==> config.mk <==
export PLATFORM = sky130hd
export DESIGN_NAME = integer_radix_digit_converter_top
export DESIGN_NICKNAME = d
export VERILOG_FILES = /design/src/rtl/rdc_pkg.sv /design/src/rtl/rdc_div_unit.sv /design/src/rtl/rdc_ctrl.sv /design/src/rtl/integer_radix_digit_converter_top.sv
export SDC_FILE = /design/constraint.sdc
export NUM_CORES = 1
export LEC_CHECK = 0
export BUFFER_PORTS_ARGS = -buffer_cell sky130_fd_sc_hd__buf_2
export CAP_MARGIN = 20
export CORE_MARGIN = 1
export CORE_UTILIZATION = 57
export CTS_BUF_LIST = sky130_fd_sc_hd__clkbuf_16
export DETAILED_ROUTE_END_ITERATION = 12
export PLACE_DENSITY = 0.78
export SLEW_MARGIN = 5
export SYNTH_ARGS = -nofsm -noshare
export SYNTH_HDL_FRONTEND = slang
export SYNTH_SLANG_ARGS = --single-unit
==> constraint.sdc <==
create_clock -name i_clk -period 15.91 [get_ports i_clk]
set_input_delay 1.591 -clock i_clk [delete_from_list [all_inputs] [get_ports i_clk]]
set_output_delay 1.591 -clock i_clk [all_outputs]
set_load 0.02 [all_outputs]
==> src/rtl/rdc_pkg.sv <==
`timescale 1ns / 1ps
`default_nettype none

package rdc_pkg;

    // Fixed field widths
    localparam int VALUE_W   = 64;
    localparam int BASE_W    = 6;
    localparam int MIN_DIG_W = 7;
    localparam int CHAR_W    = 7;
    localparam int DIGIT_W   = 6;
    localparam int CFG_IDX_W = 1;
    localparam int CFG_W     = 7;

    // Parameter defaults
    localparam int DEF_VALUE_BITS = 64;
    localparam int DEF_MAX_DIGITS = 64;

    // Quotient bits resolved per divider cycle
    localparam int DIV_STEPS = 8;

    // Register indexes
    localparam logic [CFG_IDX_W-1:0] CFG_BASE       = 1'b0;
    localparam logic [CFG_IDX_W-1:0] CFG_MIN_DIGITS = 1'b1;

    // Operation codes
    localparam logic OP_SCAN    = 1'b0;
    localparam logic OP_CONVERT = 1'b1;

    // Base limits and reset value
    localparam logic [BASE_W-1:0] BASE_RESET = 6'd10;
    localparam logic [BASE_W-1:0] BASE_LOW   = 6'd2;
    localparam logic [BASE_W-1:0] BASE_HIGH  = 6'd36;

    // Character set: '0'..'9' then 'A'..'Z'
    localparam logic [DIGIT_W-1:0] DIGIT_LAST    = 6'd35;
    localparam logic [DIGIT_W-1:0] DIGIT_ALPHA   = 6'd10;
    localparam logic [CHAR_W-1:0]  CHAR_ZERO     = 7'd48;
    localparam logic [CHAR_W-1:0]  CHAR_ALPHA_OFS = 7'd55;

    typedef struct packed {
        logic [BASE_W-1:0]    base;
        logic [MIN_DIG_W-1:0] min_digits;
    } t_cfg;

    typedef struct packed {
        logic              start;
        logic [BASE_W-1:0] base;
    } t_div_req;

    typedef struct packed {
        logic               done;
        logic [DIGIT_W-1:0] rem;
    } t_div_rsp;

    // Digit value to ASCII
    function automatic logic [CHAR_W-1:0] digit_char(input logic [DIGIT_W-1:0] d);
        logic [DIGIT_W-1:0] c;
        c = (d > DIGIT_LAST) ? DIGIT_LAST : d;
        if (c < DIGIT_ALPHA) begin
            return CHAR_ZERO + {1'b0, c};
        end
        return CHAR_ALPHA_OFS + {1'b0, c};
    endfunction

endpackage

`default_nettype wire

==> src/rtl/rdc_div_unit.sv <==
`timescale 1ns / 1ps
`default_nettype none

// Shared restoring divider: value / base, STEPS quotient bits per cycle.
module rdc_div_unit #(
    parameter int VALUE_BITS = rdc_pkg::DEF_VALUE_BITS
) (
    input  wire                      i_clk,
    input  wire                      i_rst_n,
    input  rdc_pkg::t_div_req        i_req,
    input  wire  [VALUE_BITS-1:0]    i_dividend,
    output rdc_pkg::t_div_rsp        o_rsp,
    output logic [VALUE_BITS-1:0]    o_quot
);

    localparam int STEPS  = rdc_pkg::DIV_STEPS;
    localparam int PASSES = (VALUE_BITS + STEPS - 1) / STEPS;
    localparam int WORK_W = PASSES * STEPS;
    localparam int CNT_W  = (PASSES > 1) ? $clog2(PASSES) : 1;
    localparam int REM_W  = rdc_pkg::DIGIT_W;

    logic              r_busy;
    logic              r_done;
    logic [CNT_W-1:0]  r_cnt;
    logic [WORK_W-1:0] r_work;
    logic [REM_W-1:0]  r_rem;
    logic [REM_W-1:0]  r_base;

    logic [WORK_W-1:0] n_work;
    logic [REM_W-1:0]  n_rem;

    // One pass: shift in STEPS dividend bits, quotient bits shift in at the bottom
    always_comb begin
        logic [REM_W:0] trial;
        n_work = r_work;
        n_rem  = r_rem;
        for (int k = 0; k < STEPS; k++) begin
            trial  = {n_rem, n_work[WORK_W-1]};
            n_work = {n_work[WORK_W-2:0], 1'b0};
            if (trial >= {1'b0, r_base}) begin
                trial     = trial - {1'b0, r_base};
                n_work[0] = 1'b1;
            end
            n_rem = trial[REM_W-1:0];
        end
    end

    // Control
    always_ff @(posedge i_clk) begin
        if (!i_rst_n) begin
            r_busy <= 1'b0;
            r_done <= 1'b0;
        end else begin
            r_done <= 1'b0;
            if (i_req.start) begin
                r_busy <= 1'b1;
            end else if (r_busy && (r_cnt == '0)) begin
                r_busy <= 1'b0;
                r_done <= 1'b1;
            end
        end
    end

    // Datapath
    always_ff @(posedge i_clk) begin
        if (i_req.start) begin
            r_cnt  <= CNT_W'(PASSES - 1);
            r_work <= WORK_W'(i_dividend);
            r_rem  <= '0;
            r_base <= i_req.base;
        end else if (r_busy) begin
            r_work <= n_work;
            r_rem  <= n_rem;
            r_cnt  <= r_cnt - CNT_W'(1);
        end
    end

    assign o_quot     = r_work[VALUE_BITS-1:0];
    assign o_rsp.done = r_done;
    assign o_rsp.rem  = r_rem;

endmodule

`default_nettype wire

==> src/rtl/rdc_ctrl.sv <==
`timescale 1ns / 1ps
`default_nettype none

// Sequencer: running maximum, digit store, width logic and character output.
module rdc_ctrl #(
    parameter int VALUE_BITS = rdc_pkg::DEF_VALUE_BITS,
    parameter int MAX_DIGITS = rdc_pkg::DEF_MAX_DIGITS
) (
    input  wire                               i_clk,
    input  wire                               i_rst_n,
    input  wire                               i_in_valid,
    input  wire                               i_operation,
    input  wire  [rdc_pkg::VALUE_W-1:0]       i_value,
    input  wire                               i_first_of_array,
    output logic                              o_in_stall,
    output logic                              o_out_valid,
    output logic [rdc_pkg::CHAR_W-1:0]        o_char_code,
    output logic                              o_last_char,
    input  wire                               i_out_stall,
    input  rdc_pkg::t_cfg                     i_cfg,
    output rdc_pkg::t_div_req                 o_div_req,
    output logic [VALUE_BITS-1:0]             o_dividend,
    input  rdc_pkg::t_div_rsp                 i_div_rsp,
    input  wire  [VALUE_BITS-1:0]             i_div_quot
);

    localparam int CNT_W  = $clog2(MAX_DIGITS + 1);
    localparam int ADDR_W = $clog2(MAX_DIGITS);
    localparam int MD_W   = rdc_pkg::MIN_DIG_W;
    localparam logic [MD_W-1:0]  MD_CAP  = MD_W'(MAX_DIGITS);
    localparam logic [CNT_W-1:0] CNT_MAX = CNT_W'(MAX_DIGITS);

    typedef enum logic [4:0] {
        S_IDLE  = 5'b00001,
        S_DIV_V = 5'b00010,
        S_DIV_M = 5'b00100,
        S_READ  = 5'b01000,
        S_LOAD  = 5'b10000
    } t_state;

    t_state r_state, n_state;

    logic [VALUE_BITS-1:0]           r_max;
    logic                            r_need_m;
    logic [CNT_W-1:0]                r_own;
    logic [CNT_W-1:0]                r_mcnt;
    logic [ADDR_W-1:0]               r_pos;
    logic [rdc_pkg::DIGIT_W-1:0]     r_rd;
    logic                            r_ovalid;
    logic [rdc_pkg::CHAR_W-1:0]      r_char;
    logic                            r_last;
    logic [rdc_pkg::DIGIT_W-1:0]     r_digits [MAX_DIGITS];

    logic [VALUE_BITS-1:0]       w_value;
    logic                        w_accept;
    logic                        w_done;
    logic                        w_quot_zero;
    logic [CNT_W-1:0]            n_own;
    logic [CNT_W-1:0]            n_mcnt;
    logic                        w_own_end;
    logic                        w_m_end;
    logic [CNT_W-1:0]            w_own_f;
    logic [CNT_W-1:0]            w_m_f;
    logic [CNT_W-1:0]            w_md_sat;
    logic [CNT_W-1:0]            w_width;
    logic [ADDR_W-1:0]           w_pos_start;
    logic                        w_out_free;
    logic [rdc_pkg::DIGIT_W-1:0] w_digit;

    assign w_value     = i_value[VALUE_BITS-1:0];
    assign o_in_stall  = (r_state != S_IDLE);
    assign w_accept    = i_in_valid && (r_state == S_IDLE);
    assign w_done      = i_div_rsp.done;
    assign w_quot_zero = (i_div_quot == '0);
    assign n_own       = r_own + CNT_W'(1);
    assign n_mcnt      = r_mcnt + CNT_W'(1);
    assign w_own_end   = w_quot_zero || (n_own == CNT_MAX);
    assign w_m_end     = w_quot_zero || (n_mcnt == CNT_MAX);
    assign w_out_free  = !r_ovalid || !i_out_stall;

    // Output width: largest of own count, maximum's count and saturated minimum
    always_comb begin
        w_own_f  = (r_state == S_DIV_V) ? n_own : r_own;
        w_m_f    = (r_state == S_DIV_M) ? n_mcnt : '0;
        w_md_sat = (i_cfg.min_digits > MD_CAP) ? CNT_MAX : CNT_W'(i_cfg.min_digits);
        w_width  = w_own_f;
        if (w_m_f > w_width) begin
            w_width = w_m_f;
        end
        if (w_md_sat > w_width) begin
            w_width = w_md_sat;
        end
        w_pos_start = ADDR_W'(w_width - CNT_W'(1));
    end

    // Positions above the value's own digits are leading zeros
    assign w_digit = (CNT_W'(r_pos) < r_own) ? r_rd : '0;

    // Divider requests
    always_comb begin
        o_div_req.start = 1'b0;
        o_div_req.base  = i_cfg.base;
        o_dividend      = i_div_quot;
        case (r_state)
            S_IDLE: begin
                if (w_accept && (i_operation == rdc_pkg::OP_CONVERT)) begin
                    o_div_req.start = 1'b1;
                    o_dividend      = w_value;
                end
            end
            S_DIV_V: begin
                if (w_done && !w_own_end) begin
                    o_div_req.start = 1'b1;
                end else if (w_done && r_need_m) begin
                    o_div_req.start = 1'b1;
                    o_dividend      = r_max;
                end
            end
            S_DIV_M: begin
                if (w_done && !w_m_end) begin
                    o_div_req.start = 1'b1;
                end
            end
            default: begin
            end
        endcase
    end

    // Sequencer
    always_comb begin
        n_state = r_state;
        case (r_state)
            S_IDLE: begin
                if (w_accept && (i_operation == rdc_pkg::OP_CONVERT)) begin
                    n_state = S_DIV_V;
                end
            end
            S_DIV_V: begin
                if (w_done && w_own_end) begin
                    n_state = r_need_m ? S_DIV_M : S_READ;
                end
            end
            S_DIV_M: begin
                if (w_done && w_m_end) begin
                    n_state = S_READ;
                end
            end
            S_READ: begin
                n_state = S_LOAD;
            end
            S_LOAD: begin
                if (w_out_free) begin
                    n_state = (r_pos == '0) ? S_IDLE : S_READ;
                end
            end
            default: begin
                n_state = S_IDLE;
            end
        endcase
    end

    // Control state
    always_ff @(posedge i_clk) begin
        if (!i_rst_n) begin
            r_state  <= S_IDLE;
            r_max    <= '0;
            r_ovalid <= 1'b0;
        end else begin
            r_state <= n_state;
            if (w_accept && (i_operation == rdc_pkg::OP_SCAN)) begin
                if (i_first_of_array || (w_value > r_max)) begin
                    r_max <= w_value;
                end
            end
            if ((r_state == S_LOAD) && w_out_free) begin
                r_ovalid <= 1'b1;
            end else if (r_ovalid && !i_out_stall) begin
                r_ovalid <= 1'b0;
            end
        end
    end

    // Counters, position and output payload
    always_ff @(posedge i_clk) begin
        if (w_accept) begin
            r_own    <= '0;
            r_mcnt   <= '0;
            r_need_m <= (r_max > w_value);
        end
        if ((r_state == S_DIV_V) && w_done) begin
            r_own <= n_own;
            if (w_own_end && !r_need_m) begin
                r_pos <= w_pos_start;
            end
        end
        if ((r_state == S_DIV_M) && w_done) begin
            r_mcnt <= n_mcnt;
            if (w_m_end) begin
                r_pos <= w_pos_start;
            end
        end
        if ((r_state == S_LOAD) && w_out_free) begin
            r_char <= rdc_pkg::digit_char(w_digit);
            r_last <= (r_pos == '0);
            if (r_pos != '0) begin
                r_pos <= r_pos - ADDR_W'(1);
            end
        end
    end

    // Digit store: written least significant first, read back from the top
    always_ff @(posedge i_clk) begin
        if ((r_state == S_DIV_V) && w_done) begin
            r_digits[r_own[ADDR_W-1:0]] <= i_div_rsp.rem;
        end
        if (r_state == S_READ) begin
            r_rd <= r_digits[r_pos];
        end
    end

    assign o_out_valid = r_ovalid;
    assign o_char_code = r_char;
    assign o_last_char = r_last;

endmodule

`default_nettype wire

==> src/rtl/integer_radix_digit_converter_top.sv <==
// Integer to radix string converter, base 2 to 36, uppercase ASCII digits.
// Input channel (i_in_valid / o_in_stall): a scan item (operation 0) folds its
// value into the running maximum (first_of_array restarts it) and yields no
// characters; a convert item (operation 1) yields its digits most significant
// first, zero padded to max(min_digits, digits of the maximum, own digits),
// capped at MAX_DIGITS, one character per transfer, last_char on the final one.
// Output channel (o_out_valid / i_out_stall): a character is held in the
// output register until taken; while stalled the sequencer waits to load.
// Sequence: a scan item only updates the maximum. A convert item divides
// the value, and then the maximum only when it is larger, digit by digit
// in the shared divider, which resolves 8 quotient bits per cycle; each
// character then needs a digit store read and an output load.
// Input is stalled during a conversion; the last character may still wait
// in the output register while the next item is taken.
// Configuration writes (base, min_digits) are taken at any edge with i_cfg_we.
// Reset (synchronous, active low): base 10, min_digits 0, maximum 0, idle.
`timescale 1ns / 1ps
`default_nettype none

module integer_radix_digit_converter_top #(
    parameter int VALUE_BITS = rdc_pkg::DEF_VALUE_BITS,
    parameter int MAX_DIGITS = rdc_pkg::DEF_MAX_DIGITS
) (
    input  wire                                i_clk,
    input  wire                                i_rst_n,
    input  wire                                i_cfg_we,
    input  wire  [rdc_pkg::CFG_IDX_W-1:0]      i_cfg_index,
    input  wire  [rdc_pkg::CFG_W-1:0]          i_cfg_data,
    input  wire                                i_in_valid,
    output logic                               o_in_stall,
    input  wire                                i_operation,
    input  wire  [rdc_pkg::VALUE_W-1:0]        i_value,
    input  wire                                i_first_of_array,
    output logic                               o_out_valid,
    input  wire                                i_out_stall,
    output logic [rdc_pkg::CHAR_W-1:0]         o_char_code,
    output logic                               o_last_char
);

    logic [rdc_pkg::BASE_W-1:0]    r_base;
    logic [rdc_pkg::MIN_DIG_W-1:0] r_min_digits;

    rdc_pkg::t_cfg          w_cfg;
    rdc_pkg::t_div_req      w_div_req;
    rdc_pkg::t_div_rsp      w_div_rsp;
    logic [VALUE_BITS-1:0]  w_dividend;
    logic [VALUE_BITS-1:0]  w_div_quot;

    // Configuration registers
    always_ff @(posedge i_clk) begin
        if (!i_rst_n) begin
            r_base       <= rdc_pkg::BASE_RESET;
            r_min_digits <= '0;
        end else if (i_cfg_we) begin
            case (i_cfg_index)
                rdc_pkg::CFG_BASE: begin
                    r_base <= i_cfg_data[rdc_pkg::BASE_W-1:0];
                end
                rdc_pkg::CFG_MIN_DIGITS: begin
                    r_min_digits <= i_cfg_data[rdc_pkg::MIN_DIG_W-1:0];
                end
                default: begin
                end
            endcase
        end
    end

    // Clamp base into 2..36
    always_comb begin
        if (r_base < rdc_pkg::BASE_LOW) begin
            w_cfg.base = rdc_pkg::BASE_LOW;
        end else if (r_base > rdc_pkg::BASE_HIGH) begin
            w_cfg.base = rdc_pkg::BASE_HIGH;
        end else begin
            w_cfg.base = r_base;
        end
        w_cfg.min_digits = r_min_digits;
    end

    rdc_div_unit #(
        .VALUE_BITS (VALUE_BITS)
    ) u_div (
        .i_clk      (i_clk),
        .i_rst_n    (i_rst_n),
        .i_req      (w_div_req),
        .i_dividend (w_dividend),
        .o_rsp      (w_div_rsp),
        .o_quot     (w_div_quot)
    );

    rdc_ctrl #(
        .VALUE_BITS (VALUE_BITS),
        .MAX_DIGITS (MAX_DIGITS)
    ) u_ctrl (
        .i_clk            (i_clk),
        .i_rst_n          (i_rst_n),
        .i_in_valid       (i_in_valid),
        .i_operation      (i_operation),
        .i_value          (i_value),
        .i_first_of_array (i_first_of_array),
        .o_in_stall       (o_in_stall),
        .o_out_valid      (o_out_valid),
        .o_char_code      (o_char_code),
        .o_last_char      (o_last_char),
        .i_out_stall      (i_out_stall),
        .i_cfg            (w_cfg),
        .o_div_req        (w_div_req),
        .o_dividend       (w_dividend),
        .i_div_rsp        (w_div_rsp),
        .i_div_quot       (w_div_quot)
    );

endmodule

`default_nettype wire

==> results of run 1 <==
## placed cells by master, fill, tap and decap left out, types with 21 or more instances in the layout
master | synthesis | routed
a21o_1 | 47 | 46
a21oi_1 | 88 | 85
a31oi_1 | 69 | 67
buf_2 | 11 | 88
buf_4 | 0 | 44
clkbuf_16 | 0 | 59
clkinv_1 | 2 | 21
dfxtp_1 | 100 | 91
edfxtp_1 | 483 | 483
ha_1 | 139 | 139
inv_1 | 127 | 138
mux2_2 | 23 | 21
mux2i_1 | 158 | 155
mux4_2 | 65 | 65
nand2_1 | 221 | 220
nand2b_1 | 28 | 27
nand3_1 | 44 | 44
nand4_1 | 31 | 31
nor2_1 | 288 | 288
nor2b_1 | 25 | 25
nor3_1 | 22 | 22
o21ai_0 | 59 | 58
o22ai_1 | 29 | 29
xnor2_1 | 34 | 34
## how the worst min path moves through the flow
stage / endpoint / slack, ns / cells past startpoint
3_5_place_dp: r_base[0]$_SDFFE_PN0P_ / 0.46 / 2
5_1_grt: r_min_digits[3]$_SDFFE_PN0P_ / 0.49 / 2
6_report: r_base[0]$_SDFFE_PN0P_ / 0.47 / 2
2_1_floorplan: r_base[0]$_SDFFE_PN0P_ / 0.44 / 2
3_3_place_gp: r_base[0]$_SDFFE_PN0P_ / 0.46 / 2
4_1_cts: r_base[0]$_SDFFE_PN0P_ / 0.47 / 2
## tightest hold or removal path, stage by stage (launching register included)
cell	delay [ns]
dfxtp_1	0.31
nand2_1	0.05
a21oi_1	0.06
## routing by layer
metal	routed length, um	global-route usage [%]	vias up
li1	-	-	9079
met1	28100	35.2	9660
met2	34600	47.2	842
met3	5350	5.68	211
met4	2870	11.1	14
met5	92	0	-
## through the flow
step           setup TNS, ns  instances  area [um2]
2_1_floorplan              0       2399       29000
3_3_place_gp               0       3082       30200
3_5_place_dp               0       3082       30200
4_1_cts                    0       3192       32000
5_1_grt               -0.185       3206       32300
6_report                   0       3206       32300
## kinds of logic after synthesis
| logic type | after synthesis |
|---|---|
| buffers and inverters | 239 |
| XOR/XNOR | 52 |
| adder cells (fa/ha/maj) | 148 |
| AO/OA/AOI/OAI | 402 |
| AND/OR/NAND/NOR | 725 |
| multiplexers | 250 |
| flip-flops | 583 |
## timing repair
| action | in CTS | in global routing |
|---|---|---|
| gates resized for setup | 0 | 22 |
| buffers inserted | 0 | 13 |
| endpoints found under the setup margin | 0 | 7 |
## flip-flops by register name, summed over array words and instances, names as in the netlist, 3 cells and up
| register | count |
|---|---|
| r_base | 6 |
| r_min_digits | 7 |
| u_ctrl.o_char_code | 7 |
| u_ctrl.r_digits | 384 |
| u_ctrl.r_max | 64 |
| u_ctrl.r_mcnt | 7 |
| u_ctrl.r_own | 7 |
| u_ctrl.r_pos | 6 |
| u_ctrl.r_rd | 6 |
| u_ctrl.r_state | 5 |
| u_div.o_quot | 64 |
| u_div.r_base | 6 |
| u_div.r_cnt | 3 |
| u_div.r_rem | 6 |
## cells in the mapped netlist (all sizes together) (18+ instances only)
library cell / number
buf: 27
a31oi: 71
o22ai: 29
dfxtp: 100
o21ai: 69
mux2: 27
o221ai: 18
nor2b: 25
xor2: 18
nor4: 20
nand2: 221
mux2i: 158
a21oi: 92
nand4: 32
nand3: 44
xnor2: 34
mux4: 65
nor3: 22
clkbuf: 82
inv: 128
nor2: 289
a21o: 47
edfxtp: 483
ha: 139
nand2b: 28
## final cells by class
| cell class | count | area share (%) |
|---|---|---|
| Timing Repair Buffer | 134 | 2.54 |
| Sequential cell | 583 | 51.2 |
| Multi-Input combinational cell | 1577 | 36.4 |
| Inverter | 130 | 1.51 |
| Clock buffer | 59 | 4.57 |
| Clock inverter | 51 | 1.16 |
| Tap cell | 672 | 2.61 |
==> flow_summary.yaml, run 1 <==
clock_tree:
  cts_tree: "done"
  clock_path_buffers: 3
  numCtsBuffers: 58
  htreeDepth: 2
  postCtsHoldBufs: 0
  insertion_delay_ns: 0.64
  cts-root-buf: "clkbuf_16"
  clock_sinks: 583
  clk_pin_slew_worst_paths_ns: 0.06
floorplan:
  die_area_um2: 51800
  die-width_um: 228
  start_util_pct: 57.9
  io_pins: 89
  fp.coreArea_um2: 50200
  rows: 82
  die_y_um: 228
sta:
  final-setup-viol-count: 0
  fin_crit_sh_pct: 94.7
  fin_ws_ns: 0.840
  worst_slew_pin_slew_ns: 1.14
  period_needed_ns: 15.07
  timing.hold.ws_ns: 0.470
  hold_viol: 0
  fin_worst_skew_ns: 0.0166
  maxSlewViolCount: 0
  slew_headroom_pct: 23.3
  fmax_mhz: 66.4
worst_setup_path:
  reg2reg_to: "u_div.o_quot[0]$_DFFE_PP_"
  r2r-start: "u_div.r_base[3]$_SDFFCE_PP0P_"
  critPathLaunch: "u_div.r_base[3]$_SDFFCE_PP0P_"
  cp.depth: 71
  cp_slowest_stage_delay_ns: 0.44
  ff2ff_setup_slack_ns: 0.84
  critPathBufInv: 4
  cp-end-kind: "flop"
  path_max_fanout: 8
  arrival_ns: 15.40
  criticalPathCategory: "flop to flop"
  crit_family: "compound AO/OA/AOI/OAI gates"
  critPathCapture: "u_div.o_quot[0]$_DFFE_PP_"
  cp-start-kind: "flop"
  critPathSlowestCell: "fa_1"
  crit_required_ns: 16.24
  critPathMostFrequentCell: "a21o_1"
  rr_worst_depth: 71
yosys:
  ys.flop_type: "edfxtp_1"
  syn-instance-count: 2399
  yosysUniqueCellTypes: 82
  yosysTopAreaCell: "edfxtp_1"
  ys_ff_latch: 583
  synth_top_area_share_pct: 50.0
  synth_seq_area_share_pct: 56.9
  postSynth.asyncResetShare_pct: 0
  yosys.area_share.simple_pct: 11.1
  synth-xor-area-share_pct: 1.57
  synthAdderAreaFrac_pct: 6.58
  ys_warn_count: 0
  synth_area_leaders: "edfxtp_1 50%, dfxtp_1 6.9%, ha_1 6.0%, mux2i_1 5.4%, mux4_2 5.0%"
  synth.area.mux_share_pct: 11.6
  synth_compound_area_share_pct: 9.11
  synth_edf_count: 483
  synth_area_um2: 29000
  synth_nets: 2625
  syn-mean-instance-area_um2: 12.1
  synth_top_family_by_area: "multiplexers"
flow_run:
  maxCapViolations: 0
grt:
  grt_pass1_wl_um: 110000
  antenna_found_initial: 8
  grt_usage_pct: 27.9
  overflow: 0
  grt_max_degree: 131
  grt_pass1_vias: 19800
routing:
  detail-route-antenna-nets: 0
  drc_errors: 0
  drt-initial-drc-count: 2027
  wirelength_um: 71100
  drt-pass1-iter-count: 7
  vias: 19800
  via_per_inst: 6.18
  post_drt_wl_per_cell_um: 22.2
final_layout:
  area_delta_synth_final_pct: 11.2
  multi_input_comb_area_um2: 11800
  regArea_um2: 16500
  nFillCells: 3676
  nNetsFinal: 2710
  n_antenna_cell: 0
  drive_gt1_share_pct: 14.2
  final_util_pct: 64.3
placed_design:
  place_ws_ns: 0.262
  portBuffers: 88
  place_congestion: 0.944
  dpl.hpwl_um: 47400
hold_path:
  hp-start: "r_base[0]$_SDFFE_PN0P_"
  hold_class: "flop to flop"
status:
  outcome: "complete, no violations"
Power of run 1 is not shown: default switching activity piles up to over one toggle a cycle in this logic, so the estimate is an artifact.
==> run 2, diff against run 1 <==
- ABC_AREA: not set -> 1
==> flow_summary.yaml, run 2 <==
routing:
  via_per_inst: 6.03
  vias: 22400
  drt-initial-drc-count: 2495
  drc_errors: 0
  detail-route-antenna-nets: 0
  post_drt_wl_per_cell_um: 19.9
  wirelength_um: 73900
  drt-pass1-iter-count: 6
final_layout:
  final_cells: 3714
  fin_area_um2: 31800
  drive_gt1_share_pct: 8.10
  area_delta_synth_final_pct: 9.98
  nNetsFinal: 3217
  final_cell_mix: "501 x nand2_1, 483 x edfxtp_1, 470 x nor2_1"
  largest_register_ffs: 384
  final_common_cell: "nand2_1"
yosys:
  synth_area_um2: 28900
  synth_commonest_cells: "501 x nand2_1, 483 x edfxtp_1, 471 x nor2_1"
  postSynth.asyncResetShare_pct: 0
  yosysTopAreaCell: "edfxtp_1"
  synth_seq_area_share_pct: 57.1
  ys.flop_type: "edfxtp_1"
  synth_top_family_by_area: "simple AND/OR/NAND/NOR gates"
  synth_nets: 3185
  synth-xor-area-share_pct: 1.42
  synth_compound_area_share_pct: 13.5
  synth.area.mux_share_pct: 0
  yosys.area_share.simple_pct: 16.8
  synth_edf_count: 483
  yosysUniqueCellTypes: 53
  synthAdderAreaFrac_pct: 6.57
  syn-instance-count: 2959
  ys_ff_latch: 583
  ys_warn_count: 0
  synth_area_leaders: "edfxtp_1 50%, dfxtp_1 6.9%, nand2_1 6.5%, nor2_1 6.1%, ha_1 6.0%"
  yosysMostFrequentCell: "nand2_1"
  syn-mean-instance-area_um2: 9.77
  synth_top_area_share_pct: 50.1
grt:
  overflow: 0
  antenna_found_initial: 3
  grt_pass1_wl_um: 116000
  grt_max_degree: 107
  grt_pass1_vias: 21400
  grt_usage_pct: 28.8
sta:
  period_needed_ns: 14.06
  tns_ns: 0
  fmax_mhz: 71.1
  rsz0062_at_grt: "false"
  final-setup-viol-count: 0
  maxSlewViolCount: 0
  slew_headroom_pct: 23.0
  hold_viol: 0
  fin_worst_skew_ns: 0.0196
  fin_crit_sh_pct: 88.4
  worst_slew_pin_slew_ns: 1.13
worst_setup_path:
  critPathMostFrequentCell: "nand2_1"
  critPathSlowestCell: "edfxtp_1"
  crit_required_ns: 16.40
  cp-end-kind: "flop"
  cp-start-kind: "flop"
  path_max_fanout: 10
  arrival_ns: 14.55
  cp_slowest_stage_delay_ns: 0.66
  criticalPathCategory: "flop to flop"
floorplan:
  rows: 82
  die_y_um: 227
  die_area_um2: 51600
  start_util_pct: 57.8
  fp.coreArea_um2: 50100
  die-width_um: 227
  io_pins: 89
placed_design:
  dpl.hpwl_um: 48100
  place_inst: 3603
  place_congestion: 0.916
  dpl-instance-area_um2: 29900
  portBuffers: 88
clock_tree:
  insertion_delay_ns: 0.63
  numCtsBuffers: 58
  htreeDepth: 2
  postCtsHoldBufs: 0
  cts_resized: 0
  clock_sinks: 583
  clk_pin_slew_worst_paths_ns: 0.07
  cts_tree: "done"
  clock_path_buffers: 3
  cts_setup_buffers: 0
  cts-root-buf: "clkbuf_16"
hold_path:
  hold_class: "flop to flop"
status:
  outcome: "complete, no violations"
flow_run:
  maxCapViolations: 0
==> run 2: final timing paths <==
| path | start | to | slack, ns | cells after the start |
|---|---|---|---|---|
| min | r_base[5]$_SDFFE_PN0P_ | u_div.r_base[5]$_SDFFCE_PP0P_ | 0.46 | 0 |
| max reg2reg | u_div.r_base[1]$_SDFFCE_PP1P_ | u_div.r_rem[3]$_SDFFE_PP0P_ | 1.85 | 87 |
| max | u_div.r_base[1]$_SDFFCE_PP1P_ | u_div.r_rem[3]$_SDFFE_PP0P_ | 1.85 | 87 |
| min reg2reg | r_base[5]$_SDFFE_PN0P_ | u_div.r_base[5]$_SDFFCE_PP0P_ | 0.46 | 0 |
==> run 2: stage by stage <==
step	setup slack, ns	hold WS, ns	utilization (%)
finish	1.85	0.459	63.5
global route	0.364	0.482	63.5
CTS	1.98	0.471	63.5
detailed placement	2.04	0.463	59.8
global placement	2.71	0.446	59.8
floorplan	3.54	0.441	-
==> run 2: metal layers <==
| layer | part of all wire, % | routed length [um] | global-route usage [%] |
|---|---|---|---|
| met3 | 7.5 | 5520 | 4.13 |
| met1 | 40 | 29500 | 37.7 |
| met2 | 48 | 35700 | 47.6 |
| met5 | 0.022 | 16 | 0 |
| met4 | 4.4 | 3270 | 13.1 |
==> run 2: cell families after synthesis <==
family | after synthesis
AND/OR/NAND/NOR | 1163
AO/OA/AOI/OAI | 659
flip-flops | 583
buffers and inverters | 360
adder cells (fa/ha/maj) | 147
XOR/XNOR | 47
==> run 2: final cells by class <==
| class | instances | area [um2] |
|---|---|---|
| fill | 3887 | 18300 |
| clock inverter | 49 | 429 |
| multi-input combinational | 2016 | 11100 |
| tap | 672 | 841 |
| sequential | 583 | 16500 |
| antenna | 4 | 10.0 |
| inverter | 220 | 828 |
| timing repair buffer | 112 | 621 |
| clock buffer | 58 | 1450 |
==> run 2: critical path, delay by kind of cell (launching register included) <==
family | cells | cell delay (ns)
and+or+nand+nor | 43 | 4.81
buffers and inverters | 13 | 1.28
DFF | 1 | 0.66
adders and majority gates | 8 | 2.79
AOI/OAI and AO/OA | 23 | 4.33
Power of run 2 is left out for the same reason.
